## src/hdl/wfss_pkg.sv

```systemverilog
// ----------------------------------------------------------------------------
// wfss_pkg
// types and constants shared by the fair slice scheduler modules
// ----------------------------------------------------------------------------
package wfss_pkg;

   localparam int ID_MAX_W   = 8;   // ids of up to 256 task slots
   localparam int TIME_MAX_W = 32;  // 16 whole bits plus up to 16 fraction bits
   localparam int DIVISOR_W  = 10;  // weight sum plus one weight, less the bias

   localparam logic [3:0] FINISH_BIAS = 4'd4;

   localparam logic [2:0] ST_ADDED    = 3'd0;
   localparam logic [2:0] ST_FULL     = 3'd1;
   localparam logic [2:0] ST_RAN      = 3'd2;
   localparam logic [2:0] ST_FINISHED = 3'd3;
   localparam logic [2:0] ST_ALL_DONE = 3'd4;
   localparam logic [2:0] ST_EMPTY    = 3'd5;

   localparam logic OP_ADD  = 1'b0;
   localparam logic OP_STEP = 1'b1;

   localparam logic CSR_QUANTUM   = 1'b0;
   localparam logic CSR_CPU_COUNT = 1'b1;

   // one table entry, also the candidate that travels along the cell row
   typedef struct packed {
      logic                  valid;
      logic [ID_MAX_W-1:0]   id;
      logic [31:0]           vruntime;
      logic [31:0]           order;
      logic [15:0]           runtime;
      logic [3:0]            weight;
      logic [TIME_MAX_W-1:0] elapsed;
   } entry_type;

   // write of one entry into the cell whose slot matches id
   typedef struct packed {
      logic      we;
      entry_type data;
   } cell_cmd_type;

endpackage

```

## src/hdl/wfss_div.sv

```systemverilog
// ----------------------------------------------------------------------------
// wfss_div
// restoring divider for the slice, one quotient bit per cycle
// ----------------------------------------------------------------------------
module wfss_div import wfss_pkg::*; #(
   parameter int TIME_W = 24
) (
   input  logic                 clock,
   input  logic                 reset,
   input  logic                 start,
   input  logic [TIME_W-1:0]    dividend,
   input  logic [DIVISOR_W-1:0] divisor,
   output logic                 done,
   output logic [TIME_W-1:0]    quotient
);

   localparam int CNT_W = $clog2(TIME_W + 1);

   logic                 busy_ff;
   logic                 done_ff;
   logic [CNT_W-1:0]     cnt_ff;
   logic [TIME_W-1:0]    quo_ff;
   logic [DIVISOR_W:0]   rem_ff;
   logic [DIVISOR_W-1:0] dsr_ff;
   logic [DIVISOR_W:0]   trial_in;
   logic [DIVISOR_W:0]   diff_in;

   always_comb begin
      trial_in = {rem_ff[DIVISOR_W-1:0], quo_ff[TIME_W-1]};
      diff_in  = trial_in - {1'b0, dsr_ff};
   end

   always_ff @(posedge clock) begin
      if (reset) begin
         busy_ff <= 1'b0;
         done_ff <= 1'b0;
         cnt_ff  <= '0;
      end else begin
         done_ff <= 1'b0;
         if (start) begin
            busy_ff <= 1'b1;
            cnt_ff  <= CNT_W'(TIME_W);
         end else if (busy_ff) begin
            cnt_ff <= cnt_ff - 1'b1;
            if (cnt_ff == CNT_W'(1)) begin
               busy_ff <= 1'b0;
               done_ff <= 1'b1;
            end
         end
      end
   end

   always_ff @(posedge clock) begin
      if (start) begin
         quo_ff <= dividend;
         rem_ff <= '0;
         dsr_ff <= divisor;
      end else if (busy_ff) begin
         if (!diff_in[DIVISOR_W]) begin
            rem_ff <= diff_in;
            quo_ff <= {quo_ff[TIME_W-2:0], 1'b1};
         end else begin
            rem_ff <= trial_in;
            quo_ff <= {quo_ff[TIME_W-2:0], 1'b0};
         end
      end
   end

   assign done     = done_ff;
   assign quotient = quo_ff;

endmodule

```

## config.mk

```make
export PLATFORM = sky130hd
export DESIGN_NAME = wfss_div
export DESIGN_NICKNAME = d
export VERILOG_FILES = /design/src/hdl/wfss_pkg.sv /design/src/hdl/wfss_div.sv
export SDC_FILE = /design/constraint.sdc
export NUM_CORES = 1
export LEC_CHECK = 0
export BUFFER_PORTS_ARGS = -buffer_cell sky130_fd_sc_hd__buf_2
export CAP_MARGIN = 15
export CORE_MARGIN = 3
export CORE_UTILIZATION = 55
export DETAILED_ROUTE_END_ITERATION = 10
export PLACE_DENSITY = 0.91
export SLEW_MARGIN = 20
export SYNTH_ARGS = -nofsm -noshare
export SYNTH_HDL_FRONTEND = slang
export SYNTH_SLANG_ARGS = --single-unit
```

## constraint.sdc

```tcl
create_clock -name clock -period 7.79 [get_ports clock]
set_clock_uncertainty 0.15 [all_clocks]
set_input_delay 0.3895 -clock clock [delete_from_list [all_inputs] [get_ports clock]]
set_output_delay 0.3895 -clock clock [all_outputs]
set_load 0.02 [all_outputs]
```

==> run metrics <==
leakage power 1.27 nW; syn avg cell area 12.3 sq um; Via density between 5 and 6; # setup viols final 0; latest clock arrival within the worst-skew pair between 0.3 and 0.4 ns; combinational share of power 20.8%; GRT met3 Usage under 10%; Chip Height ~74 um; Setup Fix Bufs, Post-CTS 0; row count 24; Ports 62; IO buf count 61; Slew headroom between 30% and 40%; sw power 0.173 mW; Seq/Total Area, Yosys a little over half; clock group share of total power roughly 25%; drt drc 0; H-tree depth 2; Net Sw Frac around 28%; GRT overflow 0; CTS max path bufs 2; CP startpoint kind flop; multi-input logic area about 0.0011 sq mm; syn nets 259; TNS Setup 0 ns; total clock sinks 51; PwrDens around 200 mW/mm^2; Total Power between 0.6 and 0.7 mW; worst min path class in2reg; run status completed; yosys warns 0; Fin. Hold Viols 0; R2R setup slack around 4.5 ns; maximum vdd drop between 0.00015 and 0.0002 V; Post-Synthesis Cells between 200 and 250; R2R depth 10; Critical R2R Launch quotient[23]; nets@finish 319; Die W roughly 74 um; power share of the sequential group a little over half; Pint between 0.4 and 0.5 mW; hold path start divisor[1]; FF-to-FF End rem_ff[0]; clk root buf clkbuf_8; layer with the highest usage met2; Seq cells post-synth between 50 and 60; TritonRoute pass-1 iters 4; Max Cap Violations 0; final-layout fill cell count 301; largest family of logic cells by synthesized area multiplexers; Post-Layout Cell Count 322; CP endpoint kind flop; Diodes inserted 0; register area ~0.0014 sq mm; Cell Area, Synth about 0.0026 sq mm; hold slack 0.109 ns; crit path to rem_ff[0]; Post-DRT Antenna Nets 0; Final Cycle Share a little over two fifths; CTS tree done; grt met1 use between 20% and 30%; Crit Path Class reg2reg; number of synthesized flops with an enable pin 34; via count roughly 1800; Area contributors post-synth edfxtp_1, dfxtp_1, mux2_2; GP Congestion 0.776; final wirelength about 5 mm; met2 global-route usage around 34%; die area approximately 0.0055 sq mm; first-pass GRT wire length about 8 mm; Critical Path RT 7.86 ns; WP data arrival 3.38 ns; count leader, synth edfxtp_1; Core Region ~0.0044 sq mm; critical path fanouts, max 15; FMAX around 0.30 GHz; initial cell density of the core around 58%; Gates resized, CTS repair 0; largest area contributor in the netlist edfxtp_1; top post-synthesis cells by count edfxtp_1, mux2_2, dfxtp_1; largest net degree at the start of global routing 58; simple-gate share of the synthesized area 9.77%; Final min period 3.31 ns; fraction of layout cells with a size suffix above 1 40.0%; # hold bufs at CTS 0; Adder-Cell Fraction of Synth Area 6.64%; initial DRC count about 110; post-synthesis xor/xnor area fraction ~4.7%; multiplexer share of the synthesized area between 10% and 20%; Tot GR Track Use between 10% and 20%; Synth Area in Compound Gates under 10%; area grow syn2layout 16.6%; initial antenna violation count 0; Async SR Flop Fraction 0%; Most used DFF post-synth edfxtp_1; cell count after placement about 310; top-area cell type share of the netlist area between 30 and 40%; vias in the first global route roughly 1700; Num CTS Buffers 5; distinct cell type count after synthesis 39; Final Slew Violations 0; crit path from quotient[23]; Detailed Place HPWL roughly 3.6 mm; Avg WL per Cell between 15 and 20 um; RSZ-0062 raised after global routing false; Worst Max-Slew Pin Slew approximately 0.94 ns; CTS clk-pin slew, worst paths 0.10 ns
==> critical path, cell delays in order, from the launching register on <==
cell	delay, ns
edfxtp_1	0.40
inv_1	0.09
ha_1	0.14
inv_1	0.06
fa_1	0.40
a21o_2	0.22
a211oi_1	0.24
a311oi_2	0.17
xor2_2	0.69
mux2_2	0.42
a211oi_1	0.26
==> through the flow <==
step | setup WS, ns | instance area (sq um) | utilization [%]
CTS | 4.49 | 2990 | 67.7
floorplan | 4.96 | 2560 | -
finish | 4.48 | 2990 | 67.7
global route | 4.32 | 2990 | 67.7
detailed placement | 4.52 | 2900 | 65.6
global placement | 4.68 | 2900 | 65.6
==> worst min-delay path by stage <==
stage               cells after the start   endpoint  slack [ns]
finish                                  1  dsr_ff[1]        0.11
global route                            1  dsr_ff[9]        0.09
CTS                                     1  dsr_ff[1]        0.10
detailed placement                      2  rem_ff[4]        0.36
global placement                        2  cnt_ff[1]        0.35
floorplan                               1    busy_ff        0.31
==> cell type report <==
cell class / count / share of cell area [%]
Inverter: 14 / 1.76
Clock inverter: 2 / 0.545
Tap cell: 52 / 2.18
Clock buffer: 6 / 2.43
Sequential cell: 51 / 45.6
Multi-Input combinational cell: 135 / 37.0
Timing Repair Buffer: 62 / 10.5
==> placed cells by master, fill, tap and decap left out, drive strengths merged, types with 6 or more instances in the layout <==
master,instances
buf,62
xor2,9
inv,15
mux2,25
nor2,16
clkbuf,6
dfxtp,17
a21oi,8
ha,12
edfxtp,34
a211oi,7
nand2,8
==> flip-flops by register name (all words and copies together) (netlist names) <==
signal and flops:
done 1, quotient 24, rem_ff 10, dsr_ff 10, cnt_ff 5, busy_ff 1
==> power by group through the flow <==
stage	sequential, mW	combinational (mW)	clock, mW
floorplan	0.350	0.0751	0
global placement	0.336	0.122	0
detailed placement	0.337	0.127	0
CTS	0.331	0.128	0.156
global route	0.334	0.140	0.167
finish	0.331	0.127	0.152
==> logic make-up (layout without fill, tap and decap cells) <==
logic type | Yosys count | after routing
flip-flops | 51 | 51
AND/OR/NAND/NOR | 48 | 48
AO/OA/AOI/OAI | 31 | 31
multiplexers | 30 | 30
buffers and inverters | 23 | 84
adder cells (fa/ha/maj) | 13 | 13
XOR/XNOR | 13 | 13
==> per-layer routing <==
metal	up-vias	wire length [um]
li1	880	-
met1	848	2030
met2	42	2660
met3	10	213
met4	0	104
met5	-	0
Note: power is estimated with default switching activity, not from simulation.
