### src/hdl/wfss_pkg.sv
// ----------------------------------------------------------------------------
// wfss_pkg
// types and constants shared by the fair slice scheduler modules
// ----------------------------------------------------------------------------
package wfss_pkg;

   localparam int ID_MAX_W   = 8;   // ids of up to 256 task slots
   localparam int TIME_MAX_W = 32;  // 16 whole bits plus up to 16 fraction bits
   localparam int DIVISOR_W  = 10;  // weight sum plus one weight, less the bias

   localparam logic [3:0] FINISH_BIAS = 4'd4;

   localparam logic [2:0] ST_ADDED    = 3'd0;
   localparam logic [2:0] ST_FULL     = 3'd1;
   localparam logic [2:0] ST_RAN      = 3'd2;
   localparam logic [2:0] ST_FINISHED = 3'd3;
   localparam logic [2:0] ST_ALL_DONE = 3'd4;
   localparam logic [2:0] ST_EMPTY    = 3'd5;

   localparam logic OP_ADD  = 1'b0;
   localparam logic OP_STEP = 1'b1;

   localparam logic CSR_QUANTUM   = 1'b0;
   localparam logic CSR_CPU_COUNT = 1'b1;

   // one table entry, also the candidate that travels along the cell row
   typedef struct packed {
      logic                  valid;
      logic [ID_MAX_W-1:0]   id;
      logic [31:0]           vruntime;
      logic [31:0]           order;
      logic [15:0]           runtime;
      logic [3:0]            weight;
      logic [TIME_MAX_W-1:0] elapsed;
   } entry_type;

   // write of one entry into the cell whose slot matches id
   typedef struct packed {
      logic      we;
      entry_type data;
   } cell_cmd_type;

endpackage

### src/hdl/wfss_cell.sv
// ----------------------------------------------------------------------------
// wfss_cell
// one task slot; keeps the better of its own entry and the neighbor's candidate
// ----------------------------------------------------------------------------
module wfss_cell import wfss_pkg::*; #(
   parameter int CELL_INDEX = 0,
   parameter int TIME_W     = 24
) (
   input  logic         clock,
   input  logic         reset,
   input  cell_cmd_type cmd,
   input  entry_type    best_in,
   output entry_type    best_out
);

   logic                    valid_ff;
   logic [31:0]             vruntime_ff;
   logic [31:0]             order_ff;
   logic [15:0]             runtime_ff;
   logic [3:0]              weight_ff;
   logic [TIME_W-1:0]       elapsed_ff;
   entry_type               own;
   entry_type               best_ff;
   entry_type               best_in_w;
   logic                    own_wins;
   logic                    hit;

   assign hit = cmd.we && (cmd.data.id == ID_MAX_W'(CELL_INDEX));

   always_ff @(posedge clock) begin
      if (reset) begin
         valid_ff <= 1'b0;
      end else if (hit) begin
         valid_ff <= cmd.data.valid;
      end
   end

   always_ff @(posedge clock) begin
      if (hit) begin
         vruntime_ff <= cmd.data.vruntime;
         order_ff    <= cmd.data.order;
         runtime_ff  <= cmd.data.runtime;
         weight_ff   <= cmd.data.weight;
         elapsed_ff  <= cmd.data.elapsed[TIME_W-1:0];
      end
   end

   always_comb begin
      own          = best_in;
      own.valid    = valid_ff;
      own.id       = ID_MAX_W'(CELL_INDEX);
      own.vruntime = vruntime_ff;
      own.order    = order_ff;
      own.runtime  = runtime_ff;
      own.weight   = weight_ff;
      own.elapsed  = TIME_MAX_W'(elapsed_ff);
      own_wins = valid_ff && (!best_in.valid || (vruntime_ff < best_in.vruntime) ||
                 ((vruntime_ff == best_in.vruntime) && (order_ff < best_in.order)));
      best_in_w = own_wins ? own : best_in;
   end

   always_ff @(posedge clock) begin
      if (reset) begin
         best_ff <= '0;
      end else begin
         best_ff <= best_in_w;
      end
   end

   assign best_out = best_ff;

endmodule

### config.mk
export PLATFORM = sky130hd
export DESIGN_NAME = wfss_cell
export DESIGN_NICKNAME = d
export VERILOG_FILES = /design/src/hdl/wfss_pkg.sv /design/src/hdl/wfss_cell.sv
export SDC_FILE = /design/constraint.sdc
export NUM_CORES = 1
export LEC_CHECK = 0
export BUFFER_PORTS_ARGS = -buffer_cell sky130_fd_sc_hd__clkbuf_2
export CAP_MARGIN = 15
export CORE_MARGIN = 2
export CORE_UTILIZATION = 30
export DETAILED_ROUTE_END_ITERATION = 6
export HOLD_SLACK_MARGIN = 0.12
export MAX_ROUTING_LAYER = met4
export PLACE_DENSITY = 0.64
export SLEW_MARGIN = 10
export SYNTH_ARGS = -nofsm -noshare
export SYNTH_HDL_FRONTEND = slang
export SYNTH_SLANG_ARGS = --single-unit
### constraint.sdc
create_clock -name clock -period 3.8 [get_ports clock]
set_clock_uncertainty 0.05 [all_clocks]
set_input_delay 0 -clock clock [delete_from_list [all_inputs] [get_ports clock]]
set_output_delay 0 -clock clock [all_outputs]
set_load 0.05 [all_outputs]
==> impl_metrics.ini, run 1 <==
[yosys]
seq_area_frac_synth_pct = 56.3
avgSynthCellArea_um2 = 12.0
netlist_instances = 850
synth_area_leaders = edfxtp_1 32%, dfxtp_1 25%, nand2b_1 13%
synth_most_common_cell = nand2b_1
synth-warning-count = 0
ys_ff_latch = 234
synth_edf_count = 108
synthesis.nets = 1166
synth_top_area_cell = edfxtp_1
async_reset_ff_share_pct = 0
synth_commonest_cells = 218 x nand2b_1, 126 x dfxtp_1, 109 x mux2i_1
synth_ff_type = dfxtp_1
netlist_area_um2 = 10200
synth.distinct_cells = 32
synth_top_area_share_pct = 31.7

[worst_setup_path]
rrSetupSlack_ns = 0.44
cp_max_fo = 65
cp.required_ns = 4.17
worstSetupEndpointType = register
r2r_start = vruntime_ff[30]
critPathLaunchType = register
arrival_ns = 3.73
r2r-end = best_out[31]
rr_worst_depth = 8
worstSetupPathType = register to register

[cells_and_area]
stdcell_area_um2 = 16700
area_delta_synth_final_pct = 63.3
drive_gt1_share_pct = 27.0
stdcell_count = 2014
fillers = 2889
nets = 1858

[min_path]
hp-class = primary input to register
min_path_cells = 4
holdPathEnd = runtime_ff[6]
min_from = cmd[121]

[floorplan]
die_area_um2 = 35600
dieHeight_um = 189
num_rows = 67
initial_core_util_pct = 30.5
core_um2 = 33500
die_x_um = 189
io_pins = 378

[status]
status = completed

[sta]
post-route-period-util_pct = 88.4
timing.fmax_ghz = 0.298
finalCriticalPeriod_ns = 3.36
maxSlewViolCount = 0
hold_violations = 0
relSlewSlack_pct = 42.3
rsz0062_at_grt = false
setup_ws_ns = 0.441
setup_tns_ns = 0
setup_viol_count_final = 0
worst_pin_slew_ns = 0.858

[clock_tree]
clk_latency_ns = 0.55
cts.sinks = 234
h-tree-depth = 1
numCtsBuffers = 28
tritoncts = built
cts-root-buf = clkbuf_16
clkSlewWorstSetupHoldPaths_ns = 0.06
clockBufferDepth = 3
post_cts_buffers = 0

[global_route]
antenna_found_initial = 3
grt_pass1_wl_um = 48500
grt_util_all_layers_pct = 17.6
grt_pass1_vias = 9390
grt_overflow = 0
grt_start_max_net_pins = 144

[drt]
wl_per_cell_um = 15.6
drt_iter0_drc = 273
drc = 0
ant_nets = 0
dr.pass1.iters = 4
vias = 8740
viasPerCell = 4.34
drt-total-wl_um = 31400

[placement]
placed_cell_area_um2 = 12500
hpwl_um = 19300
port_buffers = 369
pre_cts_ws_ns = 0.454
place.gp.congestion = 0.785
placed_cells = 1634

[power]
vdd_ir_drop_max_mv = 0.285
p_leak_nw = 8.18
powerDensity_nw_per_um2 = 385

[flow_run]
max_cap_violations = 0
-- critical path, stage by stage (launching register included) --
cell      delay [ns]
edfxtp_1        0.40
ha_1            0.33
nand4_1         0.17
nor4_1          0.57
nand2_1         0.11
nor4_1          0.67
a41oi_4         0.25
buf_12          0.25
and3b_1         0.31
-- area by class of cell --
cell class,instances,area (um2),area share (%)
clock inverters,10,116,0.696
multi-input cells,511,3970,23.7
flip-flops and latches,234,5770,34.5
inverters,65,244,1.46
clock buffers,42,833,4.98
repair buffers,702,5230,31.3
well taps,448,561,3.35
diodes,2,5.00,0.0299
-- sequential cells by signal, summed over array words and instances (netlist names) --
name and count:
best_out 125, order_ff 32, vruntime_ff 32, elapsed_ff 24, runtime_ff 16, weight_ff 4, valid_ff 1
-- through the flow --
step,util [%],power [W],hold WS (ns)
final,49.9,0.00644,0.137
after global routing,49.9,0.00671,0.122
after CTS,49.8,0.00650,0.121
after detailed placement,37.3,0.00348,0.129
after global placement,37.3,0.00347,0.127
after floorplan,-,0.00322,0.0489
-- layout by cell type (no fill, tap or decap), drive strengths merged, types with 22 or more instances in the layout --
cell type | Yosys | final
clkbuf | 27 | 410
dlygate4sd3 | 0 | 326
nand2b | 218 | 218
dfxtp | 126 | 126
mux2i | 109 | 109
edfxtp | 108 | 108
inv | 65 | 66
ha | 63 | 63
a21oi | 24 | 24
nand2 | 22 | 22
-- per-layer routing --
layer | GRT usage [%] | wire length, um | vias up
li1 | - | - | 4280
met4 | 6.55 | 992 | 0
met5 | - | 0 | -
met1 | 18.8 | 12300 | 4091
met3 | 3.33 | 1690 | 73
met2 | 32.4 | 16300 | 296
-- power by group --
group / total, W / internal, W / switching (W) / leakage, nW
sequential: 0.00273 / 0.00271 / 0.0000253 / 2.02
clock: 0.00273 / 0.00165 / 0.00108 / 0.472
combinational: 0.000980 / 0.000465 / 0.000514 / 5.69
-- repair_timing --
action                                 in CTS  in global routing
hold buffers                              323                  3
resized for setup                           0                  0
endpoints found under the hold margin     243                  3
setup endpoints to repair                   0                  0
-- worst max path at each step --
stage                    start             to  slack [ns]
3_3_place_gp   vruntime_ff[26]  best_out[120]        0.53
2_1_floorplan         cmd[118]       valid_ff        0.32
3_5_place_dp   vruntime_ff[30]  best_out[121]        0.45
6_report       vruntime_ff[30]   best_out[31]        0.44
4_1_cts        vruntime_ff[30]   best_out[31]        0.43
5_1_grt        vruntime_ff[30]  best_out[123]        0.22
-- cell families after synthesis --
| kind of cell | after synthesis | synth area share (%) |
|---|---|---|
| muxes | 109 | 10.7 |
| buffers and inverters | 105 | 5.15 |
| adders and majority gates | 63 | 7.70 |
| DFF | 234 | 56.3 |
| AOI/OAI and AO/OA | 46 | 2.66 |
| and+or+nand+nor | 293 | 17.5 |
Note: power is estimated with default switching activity, not from simulation.
==> run 2, diff against run 1 <==
--- a/config.mk
+++ b/config.mk
@@ -12,7 +12,8 @@
 export DETAILED_ROUTE_END_ITERATION = 6
 export HOLD_SLACK_MARGIN = 0.12
 export MAX_ROUTING_LAYER = met4
-export PLACE_DENSITY = 0.64
+export PLACE_DENSITY = 0.66
+export RECOVER_POWER = 50
 export SLEW_MARGIN = 10
 export SYNTH_ARGS = -nofsm -noshare
 export SYNTH_HDL_FRONTEND = slang
==> constraint.sdc (replaced) <==
create_clock -name clock -period 2.9 [get_ports clock]
set_clock_uncertainty 0.05 [all_clocks]
set_input_delay 0.145 -clock clock [delete_from_list [all_inputs] [get_ports clock]]
set_output_delay 0.145 -clock clock [all_outputs]
set_load 0.05 [all_outputs]
==> run 2 against run 1 <==
Effect of this change: the run now ends with max-capacitance violations, max-slew violations left; fmax increased by 17%; sequential cell count did not move; wire length barely moved; sequential share of layout area up 1.5 points; worst setup slack lost 0.42 ns; largest power group unchanged; first-iteration DRC count rose by 9.5%; via count decreased by 3.4%; critical path type unchanged; hold slack gained 0.12 ns; register-to-register slack worse by 0.42 ns; design area down 4.1%.
==> impl_metrics.ini, run 2 (synthesis gave the netlist of run 1 again) <==
[status]
status = finished with violations
violations = max-capacitance violations, max-slew violations

[worst_setup_path]
r2r-end = best_out[85]
cp_cell_sequence = ha_1, nand4_1, or4_4, a211oi_4, o311ai_2, a41oi_4, buf_12, buf_6, mux2i_1
r2r_start = order_ff[7]
worstSetupEndpointType = register
rrSetupSlack_ns = 0.02
critPathLaunchType = register
cp_slowest_cell = or4_4
worstSetupPathType = register to register
arrival_ns = 3.28
cp_max_fo = 13
rr_worst_depth = 9
max_stage_delay_ns = 0.54
cp.required_ns = 3.31

[clock_tree]
h-tree-depth = 1
clk_latency_ns = 0.54
cts-root-buf = clkbuf_16
numCtsBuffers = 28
clockBufferDepth = 3
tritoncts = built
clkSlewWorstSetupHoldPaths_ns = 0.06
cts.sinks = 234

[min_path]
holdPathEnd = best_out[57]
hp-class = primary input to register
min_path_cells = 4
min_from = reset

[drt]
wl_per_cell_um = 16.2
drc = 0
drt_iter0_drc = 299
vias = 8442
viasPerCell = 4.37
dr.pass1.iters = 4
drt-total-wl_um = 31300
ant_nets = 0

[cells_and_area]
antennaDiodeCount = 0
multiInputGateArea_um2 = 4110
area_delta_synth_final_pct = 56.6
largest_register_ffs = 125
seq_area_um2 = 5770
mostFrequentLayoutCells = 360 x clkbuf_2, 234 x dlygate4sd3_1, 218 x nand2b_1
drive_gt1_share_pct = 29.4
final_util_pct = 47.8
fillers = 3000
mostFrequentLayoutCell = clkbuf_2
nets = 1780
stdcell_area_um2 = 16000

[placement]
placed_cell_area_um2 = 12500
hpwl_um = 19000
port_buffers = 369
place.gp.congestion = 0.777

[sta]
post-route-period-util_pct = 99.2
finalCriticalPeriod_ns = 2.88
hold_violations = 0
setup_viol_count_final = 0
worst_pin_slew_ns = 1.68
maxSlewViolCount = 61
rsz0062_at_grt = true
relSlewSlack_pct = -11.8
hold_slack_ns = 0.258
timing.fmax_ghz = 0.348

[power]
vdd_ir_drop_max_mv = 0.472
p_leak_nw = 7.84
powerDensity_nw_per_um2 = 507

[global_route]
grt_overflow = 0
grt_pass1_vias = 8776
grt_pass1_wl_um = 45600
grt_start_max_net_pins = 235
antenna_found_initial = 0
grt_util_all_layers_pct = 16.5

[floorplan]
core_um2 = 33500
die_area_um2 = 35600
initial_core_util_pct = 30.5
die_x_um = 189
num_rows = 67
io_pins = 378
dieHeight_um = 189

[flow_run]
max_cap_violations = 1
==> run 2: how the worst max path moves through the flow <==
stage	depth (start not counted)	startpoint	to	slack, ns
6_report	9	order_ff[7]	best_out[85]	0.02
5_1_grt	11	vruntime_ff[29]	best_out[112]	-0.07
4_1_cts	8	order_ff[5]	best_out[20]	0.0007
3_5_place_dp	10	vruntime_ff[26]	best_out[20]	-0.09
3_3_place_gp	10	vruntime_ff[26]	best_out[24]	0.02
2_1_floorplan	10	order_ff[7]	best_out[100]	0.42
==> run 2: area by class of cell <==
class                      count  area share, %
clock buffer                  39           4.95
clock inverter                13          0.562
inverter                      65           1.52
multi-input combinational    511           25.6
sequential                   234           36.0
tap                          448           3.50
timing repair buffer         624           27.9
==> run 2: repair_timing <==
| action | 4_1_cts | 5_1_grt |
|---|---|---|
| endpoints found under the hold margin | 234 | 0 |
| resized for setup | 5 | 24 |
| hold buffers | 234 | 0 |
| setup buffers | 0 | 6 |
| pin swaps | 1 | 2 |
| cloned | 0 | 7 |
| endpoints found under the setup margin | 124 | 124 |
==> run 2: routing by layer <==
layer	GRT usage [%]	vias up	wire length, um
li1	-	4130	-
met1	18.5	3963	12900
met2	29.8	283	16000
met3	2.98	66	1680
met4	4.96	0	828
met5	-	-	0
==> run 2: power breakdown <==
group / leakage [nW] / switching (W) / internal [W] / total, W
Sequential: 2.02 / 0.0000285 / 0.00355 / 0.00357
Clock: 0.433 / 0.00137 / 0.00199 / 0.00336
Combinational: 5.39 / 0.000662 / 0.000536 / 0.00120
Total: 7.84 / 0.00206 / 0.00607 / 0.00813
==> run 2: stage by stage <==
step | cells | power [W] | TNS [ns] | setup WS, ns
floorplan | 850 | 0.00422 | 0 | 0.421
global placement | 1635 | 0.00454 | 0 | 0.0156
detailed placement | 1635 | 0.00456 | -3.50 | -0.0862
CTS | 1921 | 0.00822 | 0 | 0.000731
global route | 1934 | 0.00847 | -3.81 | -0.0678
finish | 1934 | 0.00813 | 0 | 0.0231
==> run 2: worst max-delay path, delay by kind of cell, from the launching register on <==
kind,cells,cell delay (ns)
muxes,1,0.22
DFF,1,0.40
AOI/OAI and AO/OA,3,0.70
and+or+nand+nor,2,0.64
adders and majority gates,1,0.33
buffers and inverters,2,0.43
==> run 3, diff against run 2 <==
--- a/config.mk
+++ b/config.mk
@@ -12,7 +12,7 @@
 export DETAILED_ROUTE_END_ITERATION = 6
 export HOLD_SLACK_MARGIN = 0.12
 export MAX_ROUTING_LAYER = met4
-export PLACE_DENSITY = 0.66
+export PLACE_DENSITY = 0.53
 export RECOVER_POWER = 50
 export SLEW_MARGIN = 10
 export SYNTH_ARGS = -nofsm -noshare
==> run 3 against run 2 <==
Effect of this change: the flow now finishes without violations; clock power is 4% higher; global-route usage rose by 0.39 points; final cell count rose by 0.93%; hold slack improved by 0.014 ns; critical endpoint is now best_out[29]; sequential power barely moved; count of clock-buffer cells in the layout grew 4; fmax rose by 1.6%; sequential cell count unchanged; critical path depth rose by 3.
==> impl_metrics.ini, run 3 (synthesis gave the netlist of run 1 again) <==
[status]
status = completed

[cells_and_area]
mostFrequentLayoutCells = 327 x clkbuf_2, 234 x dlygate4sd3_1, 218 x nand2b_1
stdcell_count = 1952
largest_register_ffs = 125
drive_gt1_share_pct = 28.1
mostFrequentLayoutCell = clkbuf_2
nets = 1797
area_delta_synth_final_pct = 58.5
fillers = 3060

[sta]
setup_ws_ns = 0.0694
worst_pin_slew_ns = 1.35
timing.fmax_ghz = 0.353
hold_violations = 0
post-route-period-util_pct = 97.6
setup_tns_ns = 0
relSlewSlack_pct = 9.89
finalCriticalPeriod_ns = 2.83
setup_viol_count_final = 0
hold_slack_ns = 0.271
rsz0062_at_grt = true
maxSlewViolCount = 0

[drt]
vias = 8252
wl_per_cell_um = 15.4
drt_iter0_drc = 291
dr.pass1.iters = 4
drc = 0
viasPerCell = 4.23
drt-total-wl_um = 30100
ant_nets = 0

[power]
powerDensity_nw_per_um2 = 508
p_leak_nw = 7.90
vdd_ir_drop_max_mv = 0.461
power_w = 0.00823

[clock_tree]
clk_latency_ns = 0.54
cts-root-buf = clkbuf_16
numCtsBuffers = 28
h-tree-depth = 1
clkSlewWorstSetupHoldPaths_ns = 0.06
cts.sinks = 234
clockBufferDepth = 3
tritoncts = built

[worst_setup_path]
critPathLaunchType = register
rr_worst_depth = 12
arrival_ns = 3.21
cp_max_fo = 5
r2r-end = best_out[29]
worstSetupPathType = register to register
r2r_start = vruntime_ff[31]
cp.required_ns = 3.27
worstSetupEndpointType = register
rrSetupSlack_ns = 0.07

[min_path]
min_path_cells = 2
holdPathEnd = elapsed_ff[7]
min_from = cmd[7]
hp-class = primary input to register

[global_route]
grt_pass1_vias = 8540
grt_pass1_wl_um = 45800
antenna_found_initial = 2
grt_overflow = 0
grt_util_all_layers_pct = 16.9
grt_start_max_net_pins = 235

[floorplan]
die_x_um = 189
dieHeight_um = 189
die_area_um2 = 35600
initial_core_util_pct = 30.5
num_rows = 67
io_pins = 378
core_um2 = 33500

[placement]
port_buffers = 369
placed_cells = 1644
hpwl_um = 20000
place.gp.congestion = 0.784
pre_cts_ws_ns = -0.378

[flow_run]
max_cap_violations = 0
==> run 3: how the worst max path moves through the flow <==
stage,start,end,slack [ns],cells past startpoint
final,vruntime_ff[31],best_out[29],0.07,12
after global routing,vruntime_ff[31],best_out[29],-0.09,12
after CTS,order_ff[7],best_out[82],0.005,9
after detailed placement,vruntime_ff[31],best_out[104],-0.38,11
after global placement,vruntime_ff[31],best_out[83],-0.37,11
after floorplan,order_ff[7],best_out[100],0.42,10
==> run 3: where the power goes <==
part           internal, W  switching, W
sequential         0.00355     0.0000321
combinational     0.000527      0.000649
clock              0.00211       0.00137
==> run 3: final cells by class <==
type	count	area [um2]	share of cell area, %
timing repair buffer	641	4650	28.7
clock inverter	8	71.3	0.440
multi-input combinational	511	4070	25.1
inverter	65	244	1.50
sequential	234	5770	35.5
tap	448	561	3.45
clock buffer	43	858	5.29
antenna	2	5.00	0.0308
==> run 3: through the flow <==
stage | utilization, % | cell area (um2)
after global routing | 48.4 | 16200
final | 48.4 | 16200
after global placement | 37.7 | 12600
after CTS | 48.2 | 16100
after floorplan | - | 10200
after detailed placement | 37.7 | 12600
==> run 3: worst max-delay path, cell delays in order, from the launching register on <==
cell and delay, ns:
edfxtp_1 0.48, ha_4 0.31, nand4_1 0.13, nor4_2 0.34, buf_4 0.19, nand2_4 0.05, nor4_4 0.23, buf_4 0.18
a41oi_4 0.12, buf_6 0.18, buf_12 0.14, buf_12 0.14, and3b_1 0.17
==> run 3: metal layers <==
layer / global-route usage, % / part of all wire [%] / wire, um / vias to the layer above
met1: 20.6 / 43 / 13000 / 3795
met4: 4.00 / 2.2 / 665 / 0
li1: - / - / - / 4153
met3: 2.98 / 5.6 / 1680 / 39
met2: 29.0 / 49 / 14800 / 265
met5: - / 0 / 0 / -
==> run 3: repair_timing <==
| action | 4_1_cts | 5_1_grt |
|---|---|---|
| cloned | 2 | 3 |
| gates resized for setup | 14 | 17 |
| endpoints found under the setup margin | 124 | 119 |
| hold endpoints to repair | 234 | 0 |
| pin swaps | 6 | 6 |
| hold buffers | 234 | 0 |
| setup buffers | 12 | 6 |
